**src/rtl/fdpd_pkg.sv**
```systemverilog
// Shared types, codes and arithmetic constants for the frontlight duty block.
package fdpd_pkg;

	// Command codes carried in each request.
	typedef enum logic [1:0] {
		CMD_SET_LEVEL = 2'd0,
		CMD_SET_WARM  = 2'd1,
		CMD_OFF       = 2'd2,
		CMD_ON        = 2'd3
	} fdpd_cmd_t;

	// Output mode codes.
	typedef enum logic [1:0] {
		MODE_NONE   = 2'd0,
		MODE_PMIC   = 2'd1,
		MODE_SINGLE = 2'd2,
		MODE_DUAL   = 2'd3
	} fdpd_mode_t;

	// Configuration register indexes.
	localparam logic [1:0] REG_OUTPUT_MODE     = 2'd0;
	localparam logic [1:0] REG_RESOLUTION_BITS = 2'd1;
	localparam logic [1:0] REG_ACTIVE_HIGH     = 2'd2;
	localparam int unsigned CFG_DATA_W = 5;

	// Percent limits and rounding constants.
	localparam logic [6:0]  PCT_MAX      = 7'd100;
	localparam logic [6:0]  PCT_LAST_RST = 7'd100;
	localparam logic [11:0] PMIC_SCALE   = 12'd4095;
	localparam logic [5:0]  ROUND_HALF   = 6'd50;
	localparam logic [4:0]  RES_BITS_MAX = 5'd16;

	// Exact floor(x / 100) for x below 2^30: (x * DIV100_MUL) >> DIV100_SHIFT.
	localparam int unsigned DIV_IN_W     = 30;
	localparam int unsigned DIV_MUL_W    = 31;
	localparam int unsigned DIV_PROD_W   = DIV_IN_W + DIV_MUL_W;
	localparam int unsigned DIV100_SHIFT = 37;
	localparam logic [DIV_MUL_W-1:0] DIV100_MUL = 31'd1374389535;
	localparam int unsigned DIV_QUOT_W   = DIV_PROD_W - DIV100_SHIFT;

	// One request as it arrives.
	typedef struct packed {
		fdpd_cmd_t   cmd;
		logic [7:0]  value;
	} fdpd_in_t;

	// One result as it leaves.
	typedef struct packed {
		logic [15:0] cool_duty;
		logic [15:0] warm_duty;
		logic        cool_write;
		logic        warm_write;
		logic [7:0]  pmic_low_byte;
		logic [4:0]  pmic_high_byte;
		logic        pmic_write;
		logic [6:0]  level_now;
	} fdpd_out_t;

	// Job handed from the front end to the duty engine.
	typedef struct packed {
		logic [6:0] level;
		logic [6:0] warm;
	} fdpd_job_t;

	// Configuration seen by the duty engine.
	typedef struct packed {
		fdpd_mode_t mode;
		logic [4:0] res_bits;
		logic       active_high;
	} fdpd_cfg_t;

endpackage

```
**src/rtl/fdpd_front.sv**
```systemverilog
// Command front end: clamps arguments, updates the light state and emits jobs.
module fdpd_front
	import fdpd_pkg::*;
(
	input  logic      clk,
	input  logic      arst_n,
	input  logic      push,
	input  fdpd_in_t  request,
	input  logic      job_full,
	output logic      job_push,
	output fdpd_job_t job
);

	logic [6:0] level_q;
	logic [6:0] last_q;
	logic [6:0] warm_q;
	logic [6:0] arg;
	logic [6:0] level_nxt;
	logic [6:0] last_nxt;
	logic [6:0] warm_nxt;

	// Percent argument saturates at full brightness.
	assign arg = (request.value > {1'b0, PCT_MAX}) ? PCT_MAX : request.value[6:0];

	// Next state for the accepted command.
	always_comb begin
		level_nxt = level_q;
		last_nxt  = last_q;
		warm_nxt  = warm_q;
		unique case (request.cmd)
			CMD_SET_LEVEL: level_nxt = arg;
			CMD_SET_WARM:  warm_nxt  = arg;
			CMD_OFF:       level_nxt = 7'd0;
			CMD_ON:        level_nxt = last_q;
			default:       level_nxt = level_q;
		endcase
		if (level_nxt != 7'd0) begin
			last_nxt = level_nxt;
		end
	end

	assign job_push  = push && !job_full;
	assign job.level = level_nxt;
	assign job.warm  = warm_nxt;

	// Light state registers.
	always_ff @(posedge clk or negedge arst_n) begin
		if (!arst_n) begin
			level_q <= 7'd0;
			last_q  <= PCT_LAST_RST;
			warm_q  <= 7'd0;
		end else if (job_push) begin
			level_q <= level_nxt;
			last_q  <= last_nxt;
			warm_q  <= warm_nxt;
		end
	end

endmodule

```
**src/rtl/fdpd_fifo.sv**
```systemverilog
// Short job queue between the front end and the duty engine.
module fdpd_fifo
	import fdpd_pkg::*;
#(
	parameter int unsigned DEPTH = 2
) (
	input  logic      clk,
	input  logic      arst_n,
	input  logic      wr_en,
	input  fdpd_job_t wr_data,
	output logic      full,
	input  logic      rd_en,
	output fdpd_job_t rd_data,
	output logic      empty
);

	localparam int unsigned AW = (DEPTH > 1) ? $clog2(DEPTH) : 1;
	localparam int unsigned CW = $clog2(DEPTH + 1);
	localparam logic [AW-1:0] LAST = AW'(DEPTH - 1);
	localparam logic [CW-1:0] CNT_FULL = CW'(DEPTH);

	fdpd_job_t     slots_q [DEPTH];
	logic [AW-1:0] wr_ptr_q;
	logic [AW-1:0] rd_ptr_q;
	logic [CW-1:0] count_q;
	logic          do_wr;
	logic          do_rd;

	assign full    = (count_q == CNT_FULL);
	assign empty   = (count_q == '0);
	assign do_wr   = wr_en && !full;
	assign do_rd   = rd_en && !empty;
	assign rd_data = slots_q[rd_ptr_q];

	// Storage slots.
	always_ff @(posedge clk) begin
		if (do_wr) begin
			slots_q[wr_ptr_q] <= wr_data;
		end
	end

	// Pointers and fill count.
	always_ff @(posedge clk or negedge arst_n) begin
		if (!arst_n) begin
			wr_ptr_q <= '0;
			rd_ptr_q <= '0;
			count_q  <= '0;
		end else begin
			if (do_wr) begin
				wr_ptr_q <= (wr_ptr_q == LAST) ? '0 : wr_ptr_q + AW'(1);
			end
			if (do_rd) begin
				rd_ptr_q <= (rd_ptr_q == LAST) ? '0 : rd_ptr_q + AW'(1);
			end
			if (do_wr && !do_rd) begin
				count_q <= count_q + CW'(1);
			end else if (do_rd && !do_wr) begin
				count_q <= count_q - CW'(1);
			end
		end
	end

endmodule

```
**src/rtl/fdpd_engine.sv**
```systemverilog
// Duty engine: sequences the multiplies and constant divides for one job.
module fdpd_engine
	import fdpd_pkg::*;
(
	input  logic      clk,
	input  logic      arst_n,
	input  fdpd_cfg_t cfg,
	input  logic      job_empty,
	input  fdpd_job_t job,
	output logic      job_pop,
	input  logic      pop,
	output logic      empty,
	output fdpd_out_t result
);

	typedef enum logic [9:0] {
		ST_IDLE = 10'b00_0000_0001,
		ST_SQ   = 10'b00_0000_0010,
		ST_DLIN = 10'b00_0000_0100,
		ST_X    = 10'b00_0000_1000,
		ST_D1   = 10'b00_0001_0000,
		ST_D2   = 10'b00_0010_0000,
		ST_E    = 10'b00_0100_0000,
		ST_W    = 10'b00_1000_0000,
		ST_DW   = 10'b01_0000_0000,
		ST_DONE = 10'b10_0000_0000
	} fdpd_state_t;

	fdpd_state_t             state_q;
	logic [6:0]              lvl_q;
	logic [6:0]              wrm_q;
	logic [13:0]             sq_q;
	logic [DIV_IN_W-1:0]     num_q;
	logic [DIV_PROD_W-1:0]   prod_q;
	logic [15:0]             lin_q;
	logic [11:0]             pmic_q;
	logic [15:0]             e_q;
	fdpd_out_t               res_q;
	logic                    res_valid_q;

	logic [DIV_QUOT_W-1:0]   quot;
	logic [15:0]             full;
	logic [16:0]             e_sum;
	logic [15:0]             e_nxt;
	logic [15:0]             warm_e;
	logic [15:0]             cool_e;
	logic                    mix;
	logic                    res_take;
	fdpd_out_t               res_nxt;

	// Quotient of the registered reciprocal product.
	assign quot = prod_q[DIV_PROD_W-1:DIV100_SHIFT];

	// Full-scale duty from the resolution register.
	always_comb begin
		if (cfg.res_bits >= RES_BITS_MAX) begin
			full = 16'hFFFF;
		end else begin
			full = 16'((17'd1 << cfg.res_bits[3:0]) - 17'd1);
		end
	end

	// Energy: average of the linear and square terms; zero at level 0, else floored at 1 and capped at full.
	always_comb begin
		e_sum = {1'b0, lin_q} + {1'b0, quot[15:0]};
		e_nxt = e_sum[16:1];
		if (lvl_q == 7'd0) begin
			e_nxt = 16'd0;
		end else begin
			if (e_nxt == 16'd0) begin
				e_nxt = 16'd1;
			end
			if (e_nxt > full) begin
				e_nxt = full;
			end
		end
	end

	// Warm and cool split of the energy with one-count floors in the interior mix.
	always_comb begin
		warm_e = (quot > {{(DIV_QUOT_W-16){1'b0}}, e_q}) ? e_q : quot[15:0];
		cool_e = e_q - warm_e;
		mix    = (lvl_q != 7'd0) && (wrm_q != 7'd0) && (wrm_q < PCT_MAX) && (e_q >= 16'd2);
		if (mix) begin
			if (cool_e == 16'd0) begin
				cool_e = 16'd1;
				warm_e = e_q - 16'd1;
			end else if (warm_e == 16'd0) begin
				warm_e = 16'd1;
				cool_e = e_q - 16'd1;
			end
		end
	end

	// Result fields for the selected mode.
	always_comb begin
		res_nxt = '0;
		res_nxt.level_now = lvl_q;
		unique case (cfg.mode)
			MODE_NONE: begin
			end
			MODE_PMIC: begin
				res_nxt.pmic_low_byte  = pmic_q[7:0];
				res_nxt.pmic_high_byte = {(pmic_q != 12'd0), pmic_q[11:8]};
				res_nxt.pmic_write     = 1'b1;
			end
			MODE_SINGLE: begin
				res_nxt.cool_duty  = cfg.active_high ? e_q : full - e_q;
				res_nxt.cool_write = 1'b1;
			end
			MODE_DUAL: begin
				res_nxt.cool_duty  = cfg.active_high ? cool_e : full - cool_e;
				res_nxt.warm_duty  = cfg.active_high ? warm_e : full - warm_e;
				res_nxt.cool_write = 1'b1;
				res_nxt.warm_write = 1'b1;
			end
			default: begin
			end
		endcase
	end

	assign job_pop  = (state_q == ST_IDLE) && !job_empty;
	assign res_take = (state_q == ST_DONE) && (!res_valid_q || pop);
	assign empty    = !res_valid_q;
	assign result   = res_q;

	// Datapath registers, loaded step by step by the sequencer.
	always_ff @(posedge clk) begin
		unique case (state_q)
			ST_IDLE: begin
				lvl_q <= job.level;
				wrm_q <= job.warm;
			end
			ST_SQ: begin
				sq_q  <= lvl_q * lvl_q;
				num_q <= DIV_IN_W'(lvl_q) * DIV_IN_W'(full);
			end
			ST_DLIN: prod_q <= num_q * DIV100_MUL;
			ST_X: begin
				lin_q <= quot[15:0];
				if (cfg.mode == MODE_PMIC) begin
					num_q <= DIV_IN_W'(sq_q) * DIV_IN_W'(PMIC_SCALE);
				end else begin
					num_q <= DIV_IN_W'(sq_q) * DIV_IN_W'(full);
				end
			end
			ST_D1: prod_q <= num_q * DIV100_MUL;
			ST_D2: prod_q <= DIV_IN_W'(quot) * DIV100_MUL;
			ST_E: begin
				pmic_q <= quot[11:0];
				e_q    <= e_nxt;
			end
			ST_W: num_q <= DIV_IN_W'(e_q) * DIV_IN_W'(wrm_q) + DIV_IN_W'(ROUND_HALF);
			ST_DW: prod_q <= num_q * DIV100_MUL;
			ST_DONE: begin
				if (res_take) begin
					res_q <= res_nxt;
				end
			end
			default: begin
			end
		endcase
	end

	// Step sequencer and result valid flag.
	always_ff @(posedge clk or negedge arst_n) begin
		if (!arst_n) begin
			state_q     <= ST_IDLE;
			res_valid_q <= 1'b0;
		end else begin
			unique case (state_q)
				ST_IDLE: if (!job_empty) state_q <= ST_SQ;
				ST_SQ:   state_q <= ST_DLIN;
				ST_DLIN: state_q <= ST_X;
				ST_X:    state_q <= ST_D1;
				ST_D1:   state_q <= ST_D2;
				ST_D2:   state_q <= ST_E;
				ST_E:    state_q <= ST_W;
				ST_W:    state_q <= ST_DW;
				ST_DW:   state_q <= ST_DONE;
				ST_DONE: if (res_take) state_q <= ST_IDLE;
				default: state_q <= ST_IDLE;
			endcase
			if (res_take) begin
				res_valid_q <= 1'b1;
			end else if (pop && res_valid_q) begin
				res_valid_q <= 1'b0;
			end
		end
	end

endmodule

```
**src/rtl/frontlight_dual_pwm_duty_core.sv**
```systemverilog
// Top level of the frontlight duty block: config registers, front end, job queue, engine.
//
//  channel  | handshake        | payload
//  ---------+------------------+-------------------------
//  request  | push / full      | request (fdpd_in_t)
//  result   | empty / pop      | result (fdpd_out_t)
//  config   | cfg_we           | cfg_idx, cfg_data
//
// In the duty engine each request passes through one step to pick up the job, eight
// sequenced multiply, reciprocal-divide and clamp steps, and one to load the result register.
// The front end takes a request every cycle while the job queue has room.
// Reset clears the light state to level 0, last level 100, warm share 0, and the
// config to mode none, 8-bit resolution, active high.
// A result not popped holds the engine in its last step; the queue then fills and raises full.
module frontlight_dual_pwm_duty_core
	import fdpd_pkg::*;
#(
	parameter int unsigned JOB_DEPTH = 2
) (
	input  logic                  clk,
	input  logic                  arst_n,
	input  logic                  push,
	output logic                  full,
	input  fdpd_in_t              request,
	output logic                  empty,
	input  logic                  pop,
	output fdpd_out_t             result,
	input  logic                  cfg_we,
	input  logic [1:0]            cfg_idx,
	input  logic [CFG_DATA_W-1:0] cfg_data
);

	fdpd_cfg_t cfg_q;
	logic      job_push;
	fdpd_job_t job_in;
	logic      job_full;
	logic      job_pop;
	fdpd_job_t job_out;
	logic      job_empty;

	// Configuration registers.
	always_ff @(posedge clk or negedge arst_n) begin
		if (!arst_n) begin
			cfg_q.mode        <= MODE_NONE;
			cfg_q.res_bits    <= 5'd8;
			cfg_q.active_high <= 1'b1;
		end else if (cfg_we) begin
			unique case (cfg_idx)
				REG_OUTPUT_MODE:     cfg_q.mode        <= fdpd_mode_t'(cfg_data[1:0]);
				REG_RESOLUTION_BITS: cfg_q.res_bits    <= cfg_data[4:0];
				REG_ACTIVE_HIGH:     cfg_q.active_high <= cfg_data[0];
				default: begin
				end
			endcase
		end
	end

	assign full = job_full;

	fdpd_front u_front (
		.clk      (clk),
		.arst_n   (arst_n),
		.push     (push),
		.request  (request),
		.job_full (job_full),
		.job_push (job_push),
		.job      (job_in)
	);

	fdpd_fifo #(
		.DEPTH (JOB_DEPTH)
	) u_fifo (
		.clk     (clk),
		.arst_n  (arst_n),
		.wr_en   (job_push),
		.wr_data (job_in),
		.full    (job_full),
		.rd_en   (job_pop),
		.rd_data (job_out),
		.empty   (job_empty)
	);

	fdpd_engine u_engine (
		.clk       (clk),
		.arst_n    (arst_n),
		.cfg       (cfg_q),
		.job_empty (job_empty),
		.job       (job_out),
		.job_pop   (job_pop),
		.pop       (pop),
		.empty     (empty),
		.result    (result)
	);

endmodule

```
**config.mk**
```make
export PLATFORM = sky130hd
export DESIGN_NAME = frontlight_dual_pwm_duty_core
export DESIGN_NICKNAME = d
export VERILOG_FILES = /design/src/rtl/fdpd_pkg.sv /design/src/rtl/fdpd_front.sv /design/src/rtl/fdpd_fifo.sv /design/src/rtl/fdpd_engine.sv /design/src/rtl/frontlight_dual_pwm_duty_core.sv
export SDC_FILE = /design/constraint.sdc
export NUM_CORES = 2
export LEC_CHECK = 0
export CORE_MARGIN = 1.5
export CORE_UTILIZATION = 68
export CTS_BUF_LIST = sky130_fd_sc_hd__clkbuf_4 sky130_fd_sc_hd__clkbuf_8
export DETAILED_ROUTE_END_ITERATION = 10
export DONT_BUFFER_PORTS = 1
export PLACE_DENSITY = 0.95
export SKIP_LAST_GASP = 1
export SLEW_MARGIN = 30
export SYNTH_ARGS = -nofsm -noshare
export SYNTH_HDL_FRONTEND = slang
export SYNTH_HIERARCHICAL = 1
export SYNTH_SLANG_ARGS = --single-unit
```
**constraint.sdc**
```tcl
create_clock -name clk -period 11.05 [get_ports clk]
set_input_delay 0.5525 -clock clk [delete_from_list [all_inputs] [get_ports clk]]
set_output_delay 0.5525 -clock clk [all_outputs]
set_load 0.01 [all_outputs]
```
* After elaboration in Yosys (flattened, before gate mapping)
Memories as Yosys holds them, arrays and structs flattened. A register that Yosys moved wholly into a read port is not among the register bits.
Index checks and enable logic that the tools add are counted.
** Storage, ports and cells
- Flip-flop bits (word level) :: 248
- Bits in latches :: 0
- Bits in writable memories :: 28
- ROM bits :: 0
- Input port bits :: 22
- Memories kept :: 1
** Memories
- u_fifo.slots_q :: words 2, width 14, read ports 1, clocked after memory_dff 1, write ports 1, line fdpd_fifo.sv:22 : fdpd_job_t slots_q [DEPTH];
** Operators by class
- $add $sub $neg :: 12
- Multiply operators :: 7
- Div/mod/pow operators :: 0
- Order comparisons :: 6
- Equal/unequal tests :: 21
- Shifts and indexed selects :: 1
- Muxes and demuxes :: 35
- Bitwise operators :: 0
- Reduce and logical (&&, ||, !) cells :: 40
** Operator list (number)
- $mux 16 :: 14
- $pmux 61 s2 :: 1
- $pmux 10 s10 :: 1
- $pmux 30 s3 :: 1
- $sub 16x16->16 :: 4
- $mul 30x31->61 const B :: 1
- $mul 24x31->55 const B :: 1
- $logic_not 16->1 :: 3
- $pmux 16 s2 :: 1
- $sub 16x1->16 const B :: 2
- $mul 14x16->30 :: 1
- $mux 30 :: 1
- $mul 14x12->26 const B :: 1
- $add 23x6->24 const B :: 1
- $gt 24x16->1 :: 1
- $mul 16x7->23 :: 1
- $mul 7x16->23 :: 1
- $pmux 7 s3 :: 1
- $reduce_bool 7->1 :: 3
- $mux 10 :: 2
- $add 16x16->17 :: 1
- $ge 16x2->1 const B :: 1
- $gt 16x16->1 :: 1
- $shl 1x4->16 const A :: 1
- 35 further kinds :: 76

* Longest topological paths before layout
- Depth in word-level cells :: 9
- Mapped depth :: 43
- Gate-level depth less buffers :: 39

* Modules after synthesis
The synthesis kept the hierarchy.
** Modules (own cells, without submodules)
- fdpd_engine :: instances 1, cells each 5852, area each 56067.5 µm², seq. area each 5681.7 µm²
- fdpd_front :: instances 1, cells each 143, area each 1281.2 µm², seq. area each 529.3 µm²
- fdpd_fifo :: instances 1, cells each 63, area each 1260.0 µm², seq. area each 940.9 µm²
- frontlight_dual_pwm_duty_core :: instances 1, cells each 19, area each 351.6 µm², seq. area each 202.7 µm²

* Worst setup path before layout
No wires, ideal clock.
- Kind :: reg-to-reg
- Start :: register u_engine.e_q[13]
- End :: register u_engine.res_q, in the netlist u_engine/result[53] (data pin)
- Setup time :: 153 ps
- Data arrival time :: 8827 ps
- Required time :: 10897 ps
- Slack :: 2070 ps
- Stages on the path, launching flop included :: 43
- Buffers on the path :: 6
- Period minus slack after synthesis :: 8980 ps
- Cell sequence :: edfxtp_1 > clkbuf_1 > inv_1 > ha_1 > a211oi_1 > nor2_1 > nor4_2 > nand2_1 > o21bai_1 > buf_2 > buf_1 > buf_1 > clkbuf_1 > a21oi_1 > ha_1 > nand2_1 > o21bai_4 > a311oi_2 > [7 not listed] > a21oi_1 > ha_1 > inv_1 > fa_1 > nand2_1 > nand2_1 > a21oi_1 > o21ai_0 > a21oi_1 > nor2b_1 > o21a_1 > nor3_1 > nor2_1 > o41ai_1 > o21ai_0 > xnor2_1 > mux2_2 > o22ai_1
** RTL lines
- from (decl) :: line fdpd_engine.sv:37 : logic [15:0] e_q;
- from (signal assigned) :: line fdpd_engine.sv:151 : e_q <= e_nxt;
- to (signal assigned) :: line fdpd_engine.sv:157 : res_q <= res_nxt;
- to (decl) :: line fdpd_engine.sv:38 : fdpd_out_t res_q;

==> impl_results.md <==
- Number of DRC markers in iteration 0: 4511
- Number of synthesized flops with an enable pin: around 210
- Syn avg cell area: between 9 and 10 um2
- Asr flop ratio synth: ~17%
- Fin crit period: just over 10000 ps
- Pin count of the biggest net entering global routing: 59
- Gpl congestion: 1.06
- Most common cell in the netlist: inv_1
- Seq/Total Area, Yosys: between 10 and 15%
- Req. time, crit path: 11610 ps
- MaxCap Viol Count: 0
- Slowest Stage Delay on Critical Path: between 600 and 700 ps
- CTS tree: yes
- Skew final: roughly 56 ps
- Yosys top cell by area: fa_1
- Fin nets: between 8000 and 9000
- Die H: between 200 and 300 um
- Met3 Resource Use GR: roughly a tenth
- # IOs: 79
- Sequential Area: approximately 0.0074 mm2
- Adder-cell share of the synthesized area: 54.5%
- Reg2Reg Launch Point: u_engine/e_q[14]$_SDFFCE_PP0P_
- DP Worst Slack: around 1300 ps
- DR DRC count: 0
- Fin. max-slew vios: 0
- Critical path class: flop to flop
- Via count: between 40000 and 50000
- Worst-Skew Late Latency: about 700 ps
- Main combinational cell family by area after synthesis: adder cells
- Unrepaired setup endpoints after global routing: false
- CP dominant cell by count: a21oi_1
- Chip Width: a little under 300 um
- Gr ovfl total: 0
- Main synth FF type: edfxtp_1
- Fin Setup TNS: 0 ps
- Top post-synthesis cells by area: fa_1, ha_1, edfxtp_1
- Cell count after synthesis: a little over 6000
- Antenna viol nets, final: 0
- Mux cell area share after synthesis: 1.23%
- Final setup margin: 954 ps
- Slew @ Worst Pin: roughly 1100 ps
- Seq cells post-synth: between 200 and 300
- Vias/cell: a little over 6
- Met1 usage: between 40% and 50%
- Post-CTS Setup Bufs: 0
- M2 GR Usage: between 60% and 70%
- Synth Area in XOR/XNOR: 3.22%
- CTS root buf: clkbuf_8
- Setup-failing EPs final: 0
- Fmax: 0.0990 GHz
- Synth Warn #: 6
- Die Area: between 0.08 and 0.09 mm2
- Post-DP HPWL: between 100000 and 150000 um
- Worst Setup End Kind: flop
- H-tree levels: 2
- Area growth syn-to-layout: 4.74%
- Clock transition at path regs: ~70 ps
- Synth Area in Simple Gates: 10.6%
- Hold Vio Cnt, Final: 0
- Clk buf depth: 3
- Core Footprint: 0.0855 mm2
- Avg WL per Cell: around 24 um
- Post-synthesis compound-gate area fraction: approximately 7.8%
- WL final: 172000 um
- Max_slew headroom: between 20% and 30%
- First-pass GRT wire length: ~270000 um
- Footprint of the multi-input gates: 0.0458 mm2
- Arr. time, crit path: ~11000 ps
- Layout cells sized above 1: 4.53%
- Fillers: between 5000 and 6000
- Vias in the first global route: approximately 48000
- Antenna violations before repair: 11
- CP Max Fanout: 22
- TritonCTS Buffers: 48
- Cell Area, Synth: around 0.059 mm2
- 1st-pass router iterations: 8
- Startpoint Class: flop
- Total track usage: 39.9%
- Post-synth top area share: 33.6%
- Run status: completed
- Row cnt: about 110
- Port bufs: 0
- Tcrit/Tclk final: between 90 and 100%
- Starting Density: approximately 69%
- Hold Crit Class: input pin to flop
- CTS Sinks: about 250
- Slowest cell on crit path: o21bai_2
- Distinct cells, synth: between 100 and 150
- Hold wc startpoint: request[8]
- GRT Max-Usage Layer: met2
- CP Launch Point: u_engine/e_q[14]$_SDFFCE_PP0P_
- Post-synth top cells: inv_1, fa_1, ha_1
==> cell families after synthesis <==
| family | after synthesis |
|---|---|
| muxes | 61 |
| xor gates and xnor gates | 217 |
| DFF | 252 |
| other | 2 |
| and+or+nand+nor | 1289 |
| AOI/OAI and AO/OA | 708 |
| buffers and inverters | 1571 |
| adders and majority gates | 1977 |
==> timing repair <==
action / 4_1_cts / 5_1_grt
hold endpoints to repair: 52 / 0
hold buffers: 7 / 0
resized for setup: 0 / 0
==> registers in the layout (all words and copies together) (netlist names) <==
signal                count
u_engine/lin_q           16
u_engine/state_q         10
u_front/warm_q            7
u_engine/sq_q            13
u_engine/lvl_q            7
u_engine/num_q           30
u_engine/pmic_q          12
u_engine/res_valid_q      1
u_fifo/wr_ptr_q           1
u_engine/prod_q          24
cfg_q                     8
u_front/last_q            7
u_engine/result          55
u_fifo/count_q            2
u_engine/e_q             16
u_engine/wrm_q            7
u_fifo/slots_q           28
u_front/level_q           7
u_fifo/rd_ptr_q           1
==> metal layers <==
layer / wire length (um) / vias up
met1: 64200 / 22100
met5: 15 / -
met4: 10800 / 2
met3: 18200 / 694
met2: 78900 / 2455
li1: - / 19400
==> layout by cell type, fill, tap and decap left out, types with 17 or more instances in the layout <==
master,n
clkbuf_8,59
nand2_1,481
buf_4,67
o21bai_1,22
or3_1,17
o21ai_1,18
or2_2,17
o21a_1,22
xor2_1,66
nor2_1,245
conb_1,18
fa_1,989
mux2_2,27
nand2b_1,40
ha_1,988
nand3_1,60
mux2i_1,18
nand4_1,24
nor2b_1,50
inv_1,1421
xnor2_1,151
nor3_1,68
o22ai_1,21
and3_1,22
o211ai_1,20
a21oi_1,205
a21o_1,90
o21ai_0,138
nor4_1,18
dfrtp_1,38
and2_1,173
edfxtp_1,208
a211oi_1,21
==> path summary, 6_finish.rpt <==
kind                                                   end  slack, ps  cells after the start
min reg2reg                  u_front/warm_q[1]$_DFFE_PN0P_        480                      2
min in group asynchronous      u_fifo/rd_ptr_q$_DFFE_PN0P_        350                      2
min                          u_front/last_q[2]$_DFFE_PN1P_         90                      3
max reg2reg                  u_engine/result[53]$_DFFE_PP_        950                     39
max in group asynchronous  u_engine/state_q[0]$_DFFE_PN1P_      10370                      2
max                          u_engine/result[53]$_DFFE_PP_        950                     39
==> area by class of cell <==
cell class	instances	share of cell area, %
Sequential cell	252	11.9
Tap cell	1144	2.32
Clock buffer	71	1.46
Inverter	1428	8.68
Timing Repair Buffer	76	1.00
Antenna cell	7	0.0284
Clock inverter	17	0.456
Multi-Input combinational cell	4270	74.1
==> critical path, delay by kind of cell (launching register included) <==
family,cells,cell delay [ps]
AOI/OAI and AO/OA,15,3790
and+or+nand+nor,14,2950
adders and majority gates,4,1300
buffers and inverters,4,860
DFF,1,600
muxes,1,260
xor gates and xnor gates,1,150
==> metrics by stage <==
stage / cells / area [um2] / utilization [%] / hold slack [ps]
floorplan: 6093 / 59000 / - / 257
global placement: 7161 / 60400 / 70.6 / 259
detailed placement: 7161 / 60400 / 70.6 / 258
CTS: 7256 / 61700 / 72.1 / 57.4
global route: 7262 / 61700 / 72.2 / 75.7
finish: 7265 / 61800 / 72.2 / 94.6
Power is not shown: default switching activity piles up to over one toggle a cycle in this logic, so the estimate is an artifact.
